File: src/hdl/one_wire_master_slot_engine_unit_macros.svh
// Assertion macros for the 1-Wire slot engine.
// Needs clk and rst in the scope where a macro is used.
`ifndef ONE_WIRE_MASTER_SLOT_ENGINE_UNIT_MACROS_SVH
`define ONE_WIRE_MASTER_SLOT_ENGINE_UNIT_MACROS_SVH

// Same-cycle implication, checked outside reset
`define OWM_ASSERT_SAME(label, ante, cons, msg) \
  label: assert property (@(posedge clk) disable iff (rst) (ante) |-> (cons)) \
    else $error(msg);

// Next-cycle implication, checked outside reset
`define OWM_ASSERT_NEXT(label, ante, cons, msg) \
  label: assert property (@(posedge clk) disable iff (rst) (ante) |=> (cons)) \
    else $error(msg);

`endif

File: src/hdl/owm_pkg.sv
// Package for the 1-Wire slot engine: command codes, phase type and bus timing.
// No dependencies.
package owm_pkg;

  // Command codes carried on op
  localparam logic [2:0] OP_TICK  = 3'd0;
  localparam logic [2:0] OP_RESET = 3'd1;
  localparam logic [2:0] OP_WBIT  = 3'd2;
  localparam logic [2:0] OP_RBIT  = 3'd3;
  localparam logic [2:0] OP_WBYTE = 3'd4;
  localparam logic [2:0] OP_RBYTE = 3'd5;

  // Sequencer phase, one-hot
  typedef enum logic [2:0] {
    PH_IDLE  = 3'b001,
    PH_RESET = 3'b010,
    PH_SLOT  = 3'b100
  } phase_t;

  // Bus timing in microsecond ticks, counted from the first tick of a sequence
  localparam logic [9:0] RST_LOW_TICKS   = 10'd480;
  localparam logic [9:0] RST_SAMPLE_TICK = 10'd550;
  localparam logic [9:0] RST_LAST_TICK   = 10'd959;
  localparam logic [9:0] SLOT_LAST_TICK  = 10'd69;
  localparam logic [9:0] SHORT_LOW_TICKS = 10'd6;
  localparam logic [9:0] LONG_LOW_TICKS  = 10'd60;
  localparam logic [9:0] RD_SAMPLE_TICK  = 10'd15;

  // Slots per command
  localparam logic [3:0] SLOTS_BIT  = 4'd1;
  localparam logic [3:0] SLOTS_BYTE = 4'd8;

endpackage

File: src/hdl/one_wire_master_slot_engine_unit.sv
// 1-Wire bus master slot engine, one tick transaction in, one result out.
// Depends on owm_pkg and one_wire_master_slot_engine_unit_macros.svh.
//
//  channel | handshake              | payload
//  --------+------------------------+----------------------------------------------
//  in      | in_valid / in_ready    | op, data, line_level
//  out     | out_valid / out_ready  | drive_low, busy_res, done_res, presence,
//          |                        | read_value, rejected
//
// One tick transaction per clock while out_ready keeps up; a result passes through
// the input register, then the result register, before it leaves.
// The sequencer state is updated as a tick moves from the input
// register to the result register.
// Synchronous reset clears the sequencer; no clearing pass.
// While out_ready is low the result holds and in_ready falls once the input
// register is also full.
`include "one_wire_master_slot_engine_unit_macros.svh"

module one_wire_master_slot_engine_unit (
  input  logic       clk,
  input  logic       rst,
  input  logic       in_valid,
  output logic       in_ready,
  input  logic [2:0] op,
  input  logic [7:0] data,
  input  logic       line_level,
  output logic       out_valid,
  input  logic       out_ready,
  output logic       drive_low,
  output logic       busy_res,
  output logic       done_res,
  output logic       presence,
  output logic [7:0] read_value,
  output logic       rejected
);

  // Input register
  logic       s1_valid;
  logic [2:0] s1_op;
  logic [7:0] s1_data;
  logic       s1_line;
  logic       s1_advance;

  // Sequencer state
  owm_pkg::phase_t phase, phase_next;
  logic [9:0] tick_count, tick_count_next;
  logic [7:0] shift_byte, shift_byte_next;
  logic [3:0] slots_left, slots_left_next;
  logic [2:0] command_kind, command_kind_next;
  logic       presence_seen, presence_seen_next;
  logic [7:0] read_hold, read_hold_next;

  // Per-tick results
  logic drive_next;
  logic done_next;
  logic rejected_next;

  // Move a tick on when the result register is free or being emptied
  assign s1_advance = s1_valid && (!out_valid || out_ready);
  assign in_ready   = !s1_valid || s1_advance;

  // Input register
  always_ff @(posedge clk) begin
    if (rst) begin
      s1_valid <= 1'b0;
    end else if (in_ready) begin
      s1_valid <= in_valid;
    end
  end

  always_ff @(posedge clk) begin
    if (in_ready && in_valid) begin
      s1_op   <= op;
      s1_data <= data;
      s1_line <= line_level;
    end
  end

  // Tick step: start a command on an idle engine, then run one tick of it
  always_comb begin
    logic            is_cmd;
    logic            is_write;
    logic [9:0]      low_len;
    owm_pkg::phase_t ph;
    logic [9:0]      t;
    logic [7:0]      sb;
    logic [3:0]      sl;
    logic [2:0]      kind;

    is_cmd = (s1_op == owm_pkg::OP_RESET) || (s1_op == owm_pkg::OP_WBIT) ||
             (s1_op == owm_pkg::OP_RBIT)  || (s1_op == owm_pkg::OP_WBYTE) ||
             (s1_op == owm_pkg::OP_RBYTE);

    ph   = phase;
    t    = tick_count;
    sb   = shift_byte;
    sl   = slots_left;
    kind = command_kind;

    presence_seen_next = presence_seen;
    read_hold_next     = read_hold;
    drive_next         = 1'b0;
    done_next          = 1'b0;
    rejected_next      = 1'b0;

    // Begin a command, or flag one that arrives while busy
    if (phase == owm_pkg::PH_IDLE) begin
      if (is_cmd) begin
        t    = '0;
        kind = s1_op;
        if (s1_op == owm_pkg::OP_RESET) begin
          ph = owm_pkg::PH_RESET;
          sl = '0;
        end else begin
          ph = owm_pkg::PH_SLOT;
          if (s1_op == owm_pkg::OP_WBIT) begin
            sb = {7'd0, s1_data[0]};
            sl = owm_pkg::SLOTS_BIT;
          end else if (s1_op == owm_pkg::OP_WBYTE) begin
            sb = s1_data;
            sl = owm_pkg::SLOTS_BYTE;
          end else if (s1_op == owm_pkg::OP_RBIT) begin
            sb = '0;
            sl = owm_pkg::SLOTS_BIT;
          end else begin
            sb = '0;
            sl = owm_pkg::SLOTS_BYTE;
          end
        end
      end
    end else if (is_cmd) begin
      rejected_next = 1'b1;
    end

    is_write = (kind == owm_pkg::OP_WBIT) || (kind == owm_pkg::OP_WBYTE);
    low_len  = sb[0] ? owm_pkg::SHORT_LOW_TICKS : owm_pkg::LONG_LOW_TICKS;

    case (ph)
      owm_pkg::PH_RESET: begin
        drive_next = (t < owm_pkg::RST_LOW_TICKS);
        if (t == owm_pkg::RST_SAMPLE_TICK) begin
          presence_seen_next = !s1_line;
        end
        if (t >= owm_pkg::RST_LAST_TICK) begin
          done_next = 1'b1;
          ph        = owm_pkg::PH_IDLE;
          t         = '0;
        end else begin
          t = t + 10'd1;
        end
      end
      owm_pkg::PH_SLOT: begin
        if (is_write) begin
          drive_next = (t < low_len);
        end else begin
          drive_next = (t < owm_pkg::SHORT_LOW_TICKS);
          if (t == owm_pkg::RD_SAMPLE_TICK) begin
            if (kind == owm_pkg::OP_RBIT) begin
              sb = {7'd0, s1_line};
            end else begin
              sb = {s1_line, sb[7:1]};
            end
          end
        end
        // Close the slot: shift out the sent bit of a write, count down the slots
        if (t >= owm_pkg::SLOT_LAST_TICK) begin
          t = '0;
          if (is_write) begin
            sb = {1'b0, sb[7:1]};
          end
          if (sl > 4'd1) begin
            sl = sl - 4'd1;
          end else begin
            sl = '0;
            if (!is_write) begin
              read_hold_next = sb;
            end
            done_next = 1'b1;
            ph        = owm_pkg::PH_IDLE;
          end
        end else begin
          t = t + 10'd1;
        end
      end
      default: begin
        drive_next = 1'b0;
      end
    endcase

    phase_next        = ph;
    tick_count_next   = t;
    shift_byte_next   = sb;
    slots_left_next   = sl;
    command_kind_next = kind;
  end

  // Sequencer state update
  always_ff @(posedge clk) begin
    if (rst) begin
      phase         <= owm_pkg::PH_IDLE;
      tick_count    <= '0;
      shift_byte    <= '0;
      slots_left    <= '0;
      command_kind  <= owm_pkg::OP_TICK;
      presence_seen <= 1'b0;
      read_hold     <= '0;
    end else if (s1_advance) begin
      phase         <= phase_next;
      tick_count    <= tick_count_next;
      shift_byte    <= shift_byte_next;
      slots_left    <= slots_left_next;
      command_kind  <= command_kind_next;
      presence_seen <= presence_seen_next;
      read_hold     <= read_hold_next;
    end
  end

  // Result register
  always_ff @(posedge clk) begin
    if (rst) begin
      out_valid <= 1'b0;
    end else if (s1_advance) begin
      out_valid <= 1'b1;
    end else if (out_ready) begin
      out_valid <= 1'b0;
    end
  end

  always_ff @(posedge clk) begin
    if (s1_advance) begin
      drive_low  <= drive_next;
      busy_res   <= (phase_next != owm_pkg::PH_IDLE);
      done_res   <= done_next;
      presence   <= presence_seen_next;
      read_value <= read_hold_next;
      rejected   <= rejected_next;
    end
  end

  // Checks on the sequencer
  `OWM_ASSERT_SAME(a_idle_count_zero, phase == owm_pkg::PH_IDLE, tick_count == 10'd0, "tick count left running while idle")
  `OWM_ASSERT_SAME(a_slots_only_in_slot, phase != owm_pkg::PH_SLOT, slots_left == 4'd0, "slots pending outside a slot sequence")
  `OWM_ASSERT_SAME(a_done_ends_busy, out_valid && done_res, !busy_res, "command done but still busy")
  `OWM_ASSERT_SAME(a_drive_in_sequence, out_valid && drive_low, busy_res || done_res, "bus pulled low with no sequence running")

endmodule

File: config.mk
export PLATFORM = sky130hd
export DESIGN_NAME = one_wire_master_slot_engine_unit
export DESIGN_NICKNAME = d
export VERILOG_FILES = /design/src/hdl/owm_pkg.sv /design/src/hdl/one_wire_master_slot_engine_unit.sv
export VERILOG_INCLUDE_DIRS = /design/src /design/src/hdl
export SDC_FILE = /design/constraint.sdc
export NUM_CORES = 1
export LEC_CHECK = 0
export ABC_AREA = 1
export BUFFER_PORTS_ARGS = -buffer_cell sky130_fd_sc_hd__buf_2
export CORE_MARGIN = 4
export CORE_UTILIZATION = 55
export CTS_CLUSTER_DIAMETER = 50
export CTS_CLUSTER_SIZE = 14
export DETAILED_ROUTE_END_ITERATION = 6
export PLACE_DENSITY = 0.77
export SLEW_MARGIN = 25
export SYNTH_ARGS = -nofsm -noshare
export SYNTH_HDL_FRONTEND = slang
export SYNTH_SLANG_ARGS = --single-unit
File: constraint.sdc
create_clock -name clk -period 2.6 [get_ports clk]
set_input_delay 0.52 -clock clk [delete_from_list [all_inputs] [get_ports clk]]
set_output_delay 0.52 -clock clk [all_outputs]
set_load 0.05 [all_outputs]
; Yosys cells after proc, flatten, opt, wreduce, memory -nomap -nowiden
; Index checks and enable logic that the tools add are counted.
[totals]
ff_bits = 64
latchBits = 0
ram_bits = 0
romBits = 0
inputBits = 16
out_inout_bits = 15
wordCells = 103
mem_count = 0
[classes]
add_sub_neg = 2
n_mul = 0
div = 0
n_lt_le_gt_ge = 6
n_eq_ne = 14
n_shift = 0
n_mux = 50
n_bitwise = 0
reduce_logical = 13
[op_table]
columns = op, count
row1 = $mux W8, 15
row2 = $mux W10, 4
row3 = $mux W4, 9
row4 = $mux W3, 8
row5 = $pmux W10 S2, 1
row6 = $eq A3 B2 Y1 const B, 5
row7 = $eq A3 B3 Y1 const B, 4
row8 = $add A10 B1 Y10 const B, 1
row9 = $eq A10 B10 Y1 const B, 1
row10 = $eq A10 B4 Y1 const B, 1
row11 = $ge A10 B10 Y1 const B, 1
row12 = $ge A10 B7 Y1 const B, 1
row13 = $lt A10 B3 Y1 const B, 1
row14 = $lt A10 B6 Y1, 1
row15 = $lt A10 B9 Y1 const B, 1
row16 = $mux W1, 9
row17 = $logic_or A1 B1 Y1, 7
row18 = $eq A3 B1 Y1 const B, 2
row19 = $mux W6, 1
row20 = $pmux W3 S2, 1
row21 = $gt A4 B1 Y1 const B, 1
row22 = $pmux W1 S2, 2
row23 = $sub A4 B1 Y4 const B, 1
row24 = $logic_not A1 Y1, 3
row25 = 3 further kinds, 4

; Longest topological paths before layout
; Gate-level depths: netlist of run 1.
[depth]
ltp_word = 16
ltp_mapped = 19

; Worst setup path before layout of run 1
; OpenSTA, ideal clock, no wires.
[synth_path]
path_type = reg-to-reg
from = register s1_op[1]
to = register busy_res, data pin
t_arrival_ns = 2.122
required_ns = 2.339
slack_ns = 0.217
path_stages_with_launch = 15
path_buffers = 1
synth_period_minus_slack_ns = 2.383
cell_sequence = edfxtp_1 -> nand2_2 -> nand2_2 -> nand2_4 -> nand2_2 -> o21ai_0 -> ha_1 -> nor2_1 -> nor2_2 -> nand4_2 -> buf_6 -> o21ai_2 -> inv_2 -> nand2_1 -> nand3b_1
[synth_via]
elab_chain_len = 12
elab_cells_between_ends = 30
classes_between = 3 x order compare / 8 x eq/ne / 15 x mux / 4 x reduce/logical
[synth_rtl]
columns = item, line
row1 = "start, declared", one_wire_master_slot_engine_unit.sv:39  ; logic [2:0] s1_op;
row2 = "start signal, assigned", one_wire_master_slot_engine_unit.sv:73  ; s1_op <= op;
row3 = $eq A3 B2 Y1 (tied with other cells), "one_wire_master_slot_engine_unit.sv:91, one_wire_master_slot_engine_unit.sv:122"
row4 = $mux W4 / $logic_or A1 B1 Y1 (equally long branches), "one_wire_master_slot_engine_unit.sv:122, one_wire_master_slot_engine_unit.sv:90"
row5 = $mux W4 / $logic_or A1 B1 Y1 (equally long branches), "one_wire_master_slot_engine_unit.sv:119, one_wire_master_slot_engine_unit.sv:90"
row6 = $mux W4 / $logic_or A1 B1 Y1 (equally long branches), "one_wire_master_slot_engine_unit.sv:116, one_wire_master_slot_engine_unit.sv:91"
row7 = $mux W4 / $logic_or A1 B1 Y1 (equally long branches), "one_wire_master_slot_engine_unit.sv:111, one_wire_master_slot_engine_unit.sv:91"
row8 = $mux W4, one_wire_master_slot_engine_unit.sv:108  ; if (is_cmd) begin
row9 = $mux W4, one_wire_master_slot_engine_unit.sv:107  ; if (phase == owm_pkg::PH_IDLE) begin
row10 = $gt A4 B1 Y1, one_wire_master_slot_engine_unit.sv:171  ; if (sl > 4'd1) begin
row11 = $mux W3, one_wire_master_slot_engine_unit.sv:171
row12 = $mux W3, one_wire_master_slot_engine_unit.sv:166  ; if (t >= owm_pkg::SLOT_LAST_TICK) begin
row13 = $pmux W3 S2 (*), one_wire_master_slot_engine_unit.sv:138  ; case (ph)
row14 = $ne A3 B1 Y1 (*), one_wire_master_slot_engine_unit.sv:232  ; busy_res <= (phase_next != owm_pkg::PH_IDLE);
row15 = "end signal, assigned", one_wire_master_slot_engine_unit.sv:232
row16 = "end, declared", one_wire_master_slot_engine_unit.sv:30  ; output logic busy_res,
; Every way passes the cells marked *; elsewhere a longest branch is shown, timed or not.
; A chain may end at the register's enable or synchronous reset.

; Worst setup path after layout of run 1
; Same ends and word-level chain as after synthesis.

==> results of run 1 <==
routing by layer:
metal / global-route usage, % / vias up / part of all wire [%]
met5: 0 / - / 0
met3: 3.22 / 19 / 5.8
li1: - / 1889 / -
met1: 29.9 / 1668 / 46
met4: 10.9 / 0 / 2.2
met2: 36.5 / 113 / 46
registers in the layout, indices dropped and copies added (netlist names), 4 cells and up:
name	cells
tick_count	10
slots_left	4
shift_byte	8
read_hold	8
s1_data	8
read_value	8
kinds of logic (layout without fill, tap and decap cells):
logic type / count (synthesis) / count (layout) / share of synthesized area, %
AO/OA/AOI/OAI: 100 / 100 / 14.9
XOR/XNOR: 2 / 2 / 0.437
flip-flops: 64 / 64 / 38.2
AND/OR/NAND/NOR: 282 / 282 / 34.0
buffers and inverters: 97 / 140 / 9.99
adder cells (fa/ha/maj): 8 / 8 / 2.50
power by group through the flow:
stage | clock (W) | combinational, W | sequential (W)
floorplan | 0 | 0.000389 | 0.00120
global placement | 0 | 0.000547 | 0.00116
detailed placement | 0 | 0.000559 | 0.00116
CTS | 0.000997 | 0.000564 | 0.00114
global route | 0.00104 | 0.000639 | 0.00114
finish | 0.000987 | 0.000577 | 0.00114
cell usage in the layout, fill, tap and decap left out, drive strengths merged, types with 4 or more instances in the layout:
| cell | Yosys | layout |
|---|---|---|
| nand2 | 163 | 163 |
| inv | 80 | 80 |
| nand3 | 58 | 58 |
| nor2 | 46 | 46 |
| buf | 7 | 44 |
| o21ai | 43 | 43 |
| a21oi | 40 | 40 |
| dfxtp | 39 | 39 |
| edfxtp | 25 | 25 |
| clkbuf | 10 | 10 |
| nand4 | 9 | 9 |
| ha | 8 | 8 |
| o22ai | 7 | 7 |
| nor3 | 4 | 4 |
| clkinv | 0 | 4 |
metrics by stage:
step	instances	util, %	total power (W)	worst slack (ps)
after floorplan	553	-	0.00159	217
after global placement	676	61.9	0.00171	173
after detailed placement	676	61.9	0.00172	48.6
after CTS	692	65.2	0.00270	32.2
after global routing	692	65.5	0.00283	-25.9
final	692	65.5	0.00270	127
critical path, cell delays in order, from the launching register on:
cell and delay, ps:
edfxtp_1 460, nand2_2 130, nand2_2 90, nand2_4 80
nand2_2 90, nor2_2 150, ha_2 240, nand4_2 140
inv_2 120, nand2_1 80, nand2_1 90, nand2_2 100
o21ai_2 230, inv_2 50, nand2_1 80, nand3b_1 80
worst max path at each step:
| stage | start | end | slack, ps | depth (start not counted) |
|---|---|---|---|---|
| 2_1_floorplan | s1_op[1] | busy_res | 220 | 14 |
| 3_3_place_gp | s1_op[1] | busy_res | 170 | 15 |
| 3_5_place_dp | s1_op[1] | read_value[2] | 50 | 12 |
| 4_1_cts | s1_op[1] | read_value[2] | 30 | 12 |
| 5_1_grt | s1_op[1] | read_hold[1] | -30 | 14 |
| 6_report | s1_op[1] | busy_res | 130 | 15 |
cell type report:
type                    instances  area (um^2)
fillers                       608         2390
flip-flops and latches         64         1530
well taps                      96          120
clock inverters                 6         91.3
multi-input cells             392         2100
repair buffers                 44          272
inverters                      80          300
clock buffers                  10          138
what timing repair did:
action	in CTS	in global routing
endpoints found under the setup margin	0	23
hold endpoints to repair	0	0
resized for setup	0	7
==> results.cfg, run 1 <==
[run_status]
run_status = complete, no violations

[worst_hold_path]
hold_end = s1_data[5]
min_path_cells = 1
hp-class = primary input to register
hp-start = data[5]

[yosys]
yosys-top-cells-count = nand2_1, inv_1, nand3_1, a21oi_1, dfxtp_1
synthTopCellsByArea = dfxtp_1, edfxtp_1, nand2_1
synth_cells = 553
async_flop_share_pct = 0
seq_area_frac_synth_pct = 38.2
synthFlopType = dfxtp_1
ys_types = 38
synth_top_area_share_pct = 19.5
avgSynthCellArea_um2 = 7.25
syn-num-nets = 577
synth_area_um2 = 4010
synth_area_leader_cell = dfxtp_1
synth-edff-count = 25
ys_ff_latch = 64
synth_warnings = 0
post-synth-top-count-cell = nand2_1

[timing]
finalHoldViolCount = 0
holdWs_ps = 333
tns_ps = 0
tightest_slew_ps = 467
setup_viol = 0
period_needed_ps = 2470
rsz0062_at_grt = yes
finClkSkew_ps = 12.8
fin_crit_sh_pct = 95.1
fmax_mhz = 404
slew-limit-headroom_pct = 68.8
report.final.slew_viol_count = 0

[setup_path]
reg2reg_slack_ps = 130
cp-end-kind = register
r2r-start = s1_op[1]
worstSetupStartpointType = register
r2r_end = busy_res
arrival_ps = 2580
required_ps = 2710
worst-setup-path-type = register to register
r2r_cells = 15
worst-path-max-fanout = 5

[placement]
place_congestion = 0.895
dp_hpwl_mm = 6.63
dpl_cell_area_um2 = 4300
port-buffer-count = 30

[cts]
cts_sinks = 64
clk_pin_slew_ps = 70
clock-root-buffer = clkbuf_8
cts_tree = built
cts_hold_buf = 0
h-tree-depth = 3
clockBufferDepth = 2
cts_setup_buffers = 0
cts_buffers = 9
clk-insertion-delay-late_ps = 360

[die]
die_area_um2 = 8720
die_width_um = 93.4
rows = 30
initial_utilization_pct = 57.7
coreArea_um2 = 6940
die_y_um = 93.4
num_io_pins = 31

[power]
internal_power_w = 0.00185
power_frac_seq_pct = 42.1
power.density_nw_per_um2 = 594
p_comb_share_pct = 21.3
power.leakage_nw = 2.16
vdd_drop_max_uv = 428
pwr-share-clk_pct = 36.5
switching_share_pct = 31.4
p_switching_w = 0.000848

[detailed_routing]
drc = 0
drt-pass1-iter-count = 4
drtAntennaViolNets = 0
dr_total_vias = 3689
vias_per_cell = 5.33
drt-initial-drc-count = 311
wl_per_cell_um = 13.4
wl_mm = 9.27

[finish]
insertedDiodeCount = 0
layout.nets = 615
drive_gt1_share_pct = 20.8
syn2layout_area_growth_pct = 13.5
finish.instance_area_um2 = 4550

[job]
max-cap-violations = 0

[grt]
grt_max_degree = 62
grt.overflow.total = 0
grt_pass1_vias = 3471
grtUsageTotal_pct = 22.7
antenna_found_initial = 0
grt_first_pass_wirelength_mm = 15.8
Power figures use the tool's default switching activity.
==> inputs of run 2 (changes only) <==
Settings changed: ABC_AREA 1 to 0, CORE_UTILIZATION 55 to 54, PLACE_DENSITY 0.77 to 0.74.
Clock period 2.6 ns to 2.1 ns, I/O delays scaled along.
==> results.cfg, run 2 <==
[run_status]
run_status = finished, violations left
violations = negative setup slack

[yosys]
synthFlopType = dfxtp_1
post-synth-top-count-cell = nor2_1
seq_area_frac_synth_pct = 39.8
avgSynthCellArea_um2 = 8.68
synth_warnings = 0
synth_area_leader_cell = dfxtp_1
synthTopCellsByArea = dfxtp_1, edfxtp_1, nor2_1
ys_ff_latch = 64
async_flop_share_pct = 0
yosys-top-cells-count = nor2_1, dfxtp_1, nand2_1, o21ai_0, a21oi_1
synth_area_um2 = 3840
syn-num-nets = 467
synth-edff-count = 25
synth_cells = 443
synth_top_area_share_pct = 20.3
ys_types = 70

[worst_hold_path]
hp-start = data[5]
hp-class = primary input to register

[setup_path]
worst-setup-path-type = register to register
critPathMaxStageDelay_ps = 420
slowest_stage = edfxtp_1
required_ps = 2320
worstSetupStartpointType = register
cp-end-kind = register
cp-startpoint = s1_op[1]
worst-path-max-fanout = 8
arrival_ps = 2950
r2r-start = s1_op[1]
path_cells = or3_4, nand3_4, nand2_4, ha_4, nor2b_4, o211ai_1, nand4b_1, buf_6, nor4_4, buf_4, clkbuf_16, a211oi_1

[die]
die_y_um = 92.4
coreArea_um2 = 6870
die_area_um2 = 8530
rows = 30
num_io_pins = 31
initial_utilization_pct = 56.0
die_width_um = 92.4

[cts]
clk_pin_slew_ps = 70
h-tree-depth = 3
cts_hold_buf = 0
clock-root-buffer = clkbuf_8
cts_buffers = 9
cts_tree = built
clk-insertion-delay-late_ps = 360
cts_sinks = 64
clockBufferDepth = 2

[finish]
drive_gt1_share_pct = 41.9
largest_reg_flops = 10
multi_input_area_um2 = 2560
layout_common_cells = buf_4, nor2_1, dfxtp_1
syn2layout_area_growth_pct = 42.3
nFillCells = 441
seqCellArea_um2 = 1540
final_common_cell = buf_4
registers.top_by_ff_count = tick_count
insertedDiodeCount = 0
layout.nets = 568

[timing]
period_needed_ps = 2720
tightest_slew_ps = 492
setup_viol = 46
finClkSkew_ps = 9.77
fin_ws_ps = -622
fmax_mhz = 367
tns_ps = -23760
finalHoldViolCount = 0
report.final.slew_viol_count = 0
holdWs_ps = 237
fin_crit_sh_pct = 130
slew-limit-headroom_pct = 67.0
rsz0062_at_grt = yes

[grt]
antenna_found_initial = 0
grtUsageTotal_pct = 27.0
grt_max_degree = 41
grt_pass1_vias = 3566
grt.overflow.total = 0
grt_first_pass_wirelength_mm = 18.1

[detailed_routing]
wl_met1_mm = 5.14
met2WireLength_mm = 5.89
dr_total_vias = 3972
drt-pass1-iter-count = 5
vias_per_cell = 6.16
routed.top_layer = met4
wl_per_cell_um = 18.8
drc = 0
drtAntennaViolNets = 0
wl_mm = 12.1
drt-initial-drc-count = 415
met3WireLength_um = 866

[placement]
place_congestion = 0.982
dp_hpwl_mm = 7.62
port-buffer-count = 30

[power]
power.leakage_nw = 2.10
power.density_nw_per_um2 = 628
vdd_drop_max_uv = 585

[job]
max-cap-violations = 0
run 2: changes by cell type after synthesis, sizes merged, moves of 14 or more:
cell	previous run	this run
nor3	4	18
nand2	163	34
nand3	58	11
inv	80	15
a211oi	0	22
nor2	46	65
run 2: area by class of cell:
class | instances | area share, %
Clock buffer | 10 | 2.52
Sequential cell | 64 | 28.1
Tap cell | 96 | 2.20
Multi-Input combinational cell | 331 | 46.9
Timing Repair Buffer | 123 | 17.9
Inverter | 15 | 1.12
Clock inverter | 6 | 1.26
run 2: per-stage QoR:
| stage | cells | cell area (um^2) | total power, W | utilization [%] | setup slack, ps |
|---|---|---|---|---|---|
| after floorplan | 443 | 3960 | 0.00188 | - | -755 |
| after global placement | 608 | 4620 | 0.00214 | 67.3 | -536 |
| after detailed placement | 608 | 4620 | 0.00215 | 67.3 | -622 |
| after CTS | 635 | 5080 | 0.00331 | 74.0 | -555 |
| after global routing | 645 | 5470 | 0.00358 | 79.6 | -726 |
| final | 645 | 5470 | 0.00344 | 79.6 | -622 |
run 2: report_power, final:
| part | internal, W | total (W) | switching [W] |
|---|---|---|---|
| registers | 0.00134 | 0.00137 | 0.0000328 |
| clock network | 0.000584 | 0.00111 | 0.000523 |
| logic | 0.000387 | 0.000955 | 0.000568 |
| total | 0.00231 | 0.00344 | 0.00112 |
run 2: cell families (layout without fill, tap and decap cells):
kind of cell | after synthesis | in the layout | synth area share (%)
adders and majority gates | 8 | 8 | 2.60
AOI/OAI and AO/OA | 141 | 141 | 26.1
xor gates and xnor gates | 4 | 4 | 0.911
DFF | 64 | 64 | 39.8
buffers and inverters | 48 | 154 | 5.53
muxes | 5 | 5 | 1.40
and+or+nand+nor | 173 | 173 | 23.7
run 2: worst max-delay path, delay by kind of cell, from the launching register on:
kind / cells / cell delay, ps
adder cells (fa/ha/maj): 1 / 160
buffers and inverters: 3 / 500
AO/OA/AOI/OAI: 2 / 340
AND/OR/NAND/NOR: 6 / 1150
flip-flops: 1 / 420
run 2: metal layers:
layer	track usage [%]	vias to the layer above
met5	0	-
met4	8.66	0
met3	7.31	24
met2	40.5	190
met1	37.9	1903
li1	-	1855
run 2: repair_timing:
item | in CTS | in global routing
pin swaps | 33 | 26
cloned | 0 | 1
endpoints found under the hold margin | 0 | 0
setup endpoints to repair | 46 | 46
gates resized for setup | 46 | 70
setup buffers | 11 | 10
run 2: final timing paths:
check	cells after the start	slack, ps	end
worst max-delay path	12	-620	read_hold[0]
worst min-delay path	1	240	s1_data[5]
worst max register to register	12	-620	read_hold[0]
worst min register to register	2	510	read_hold[6]
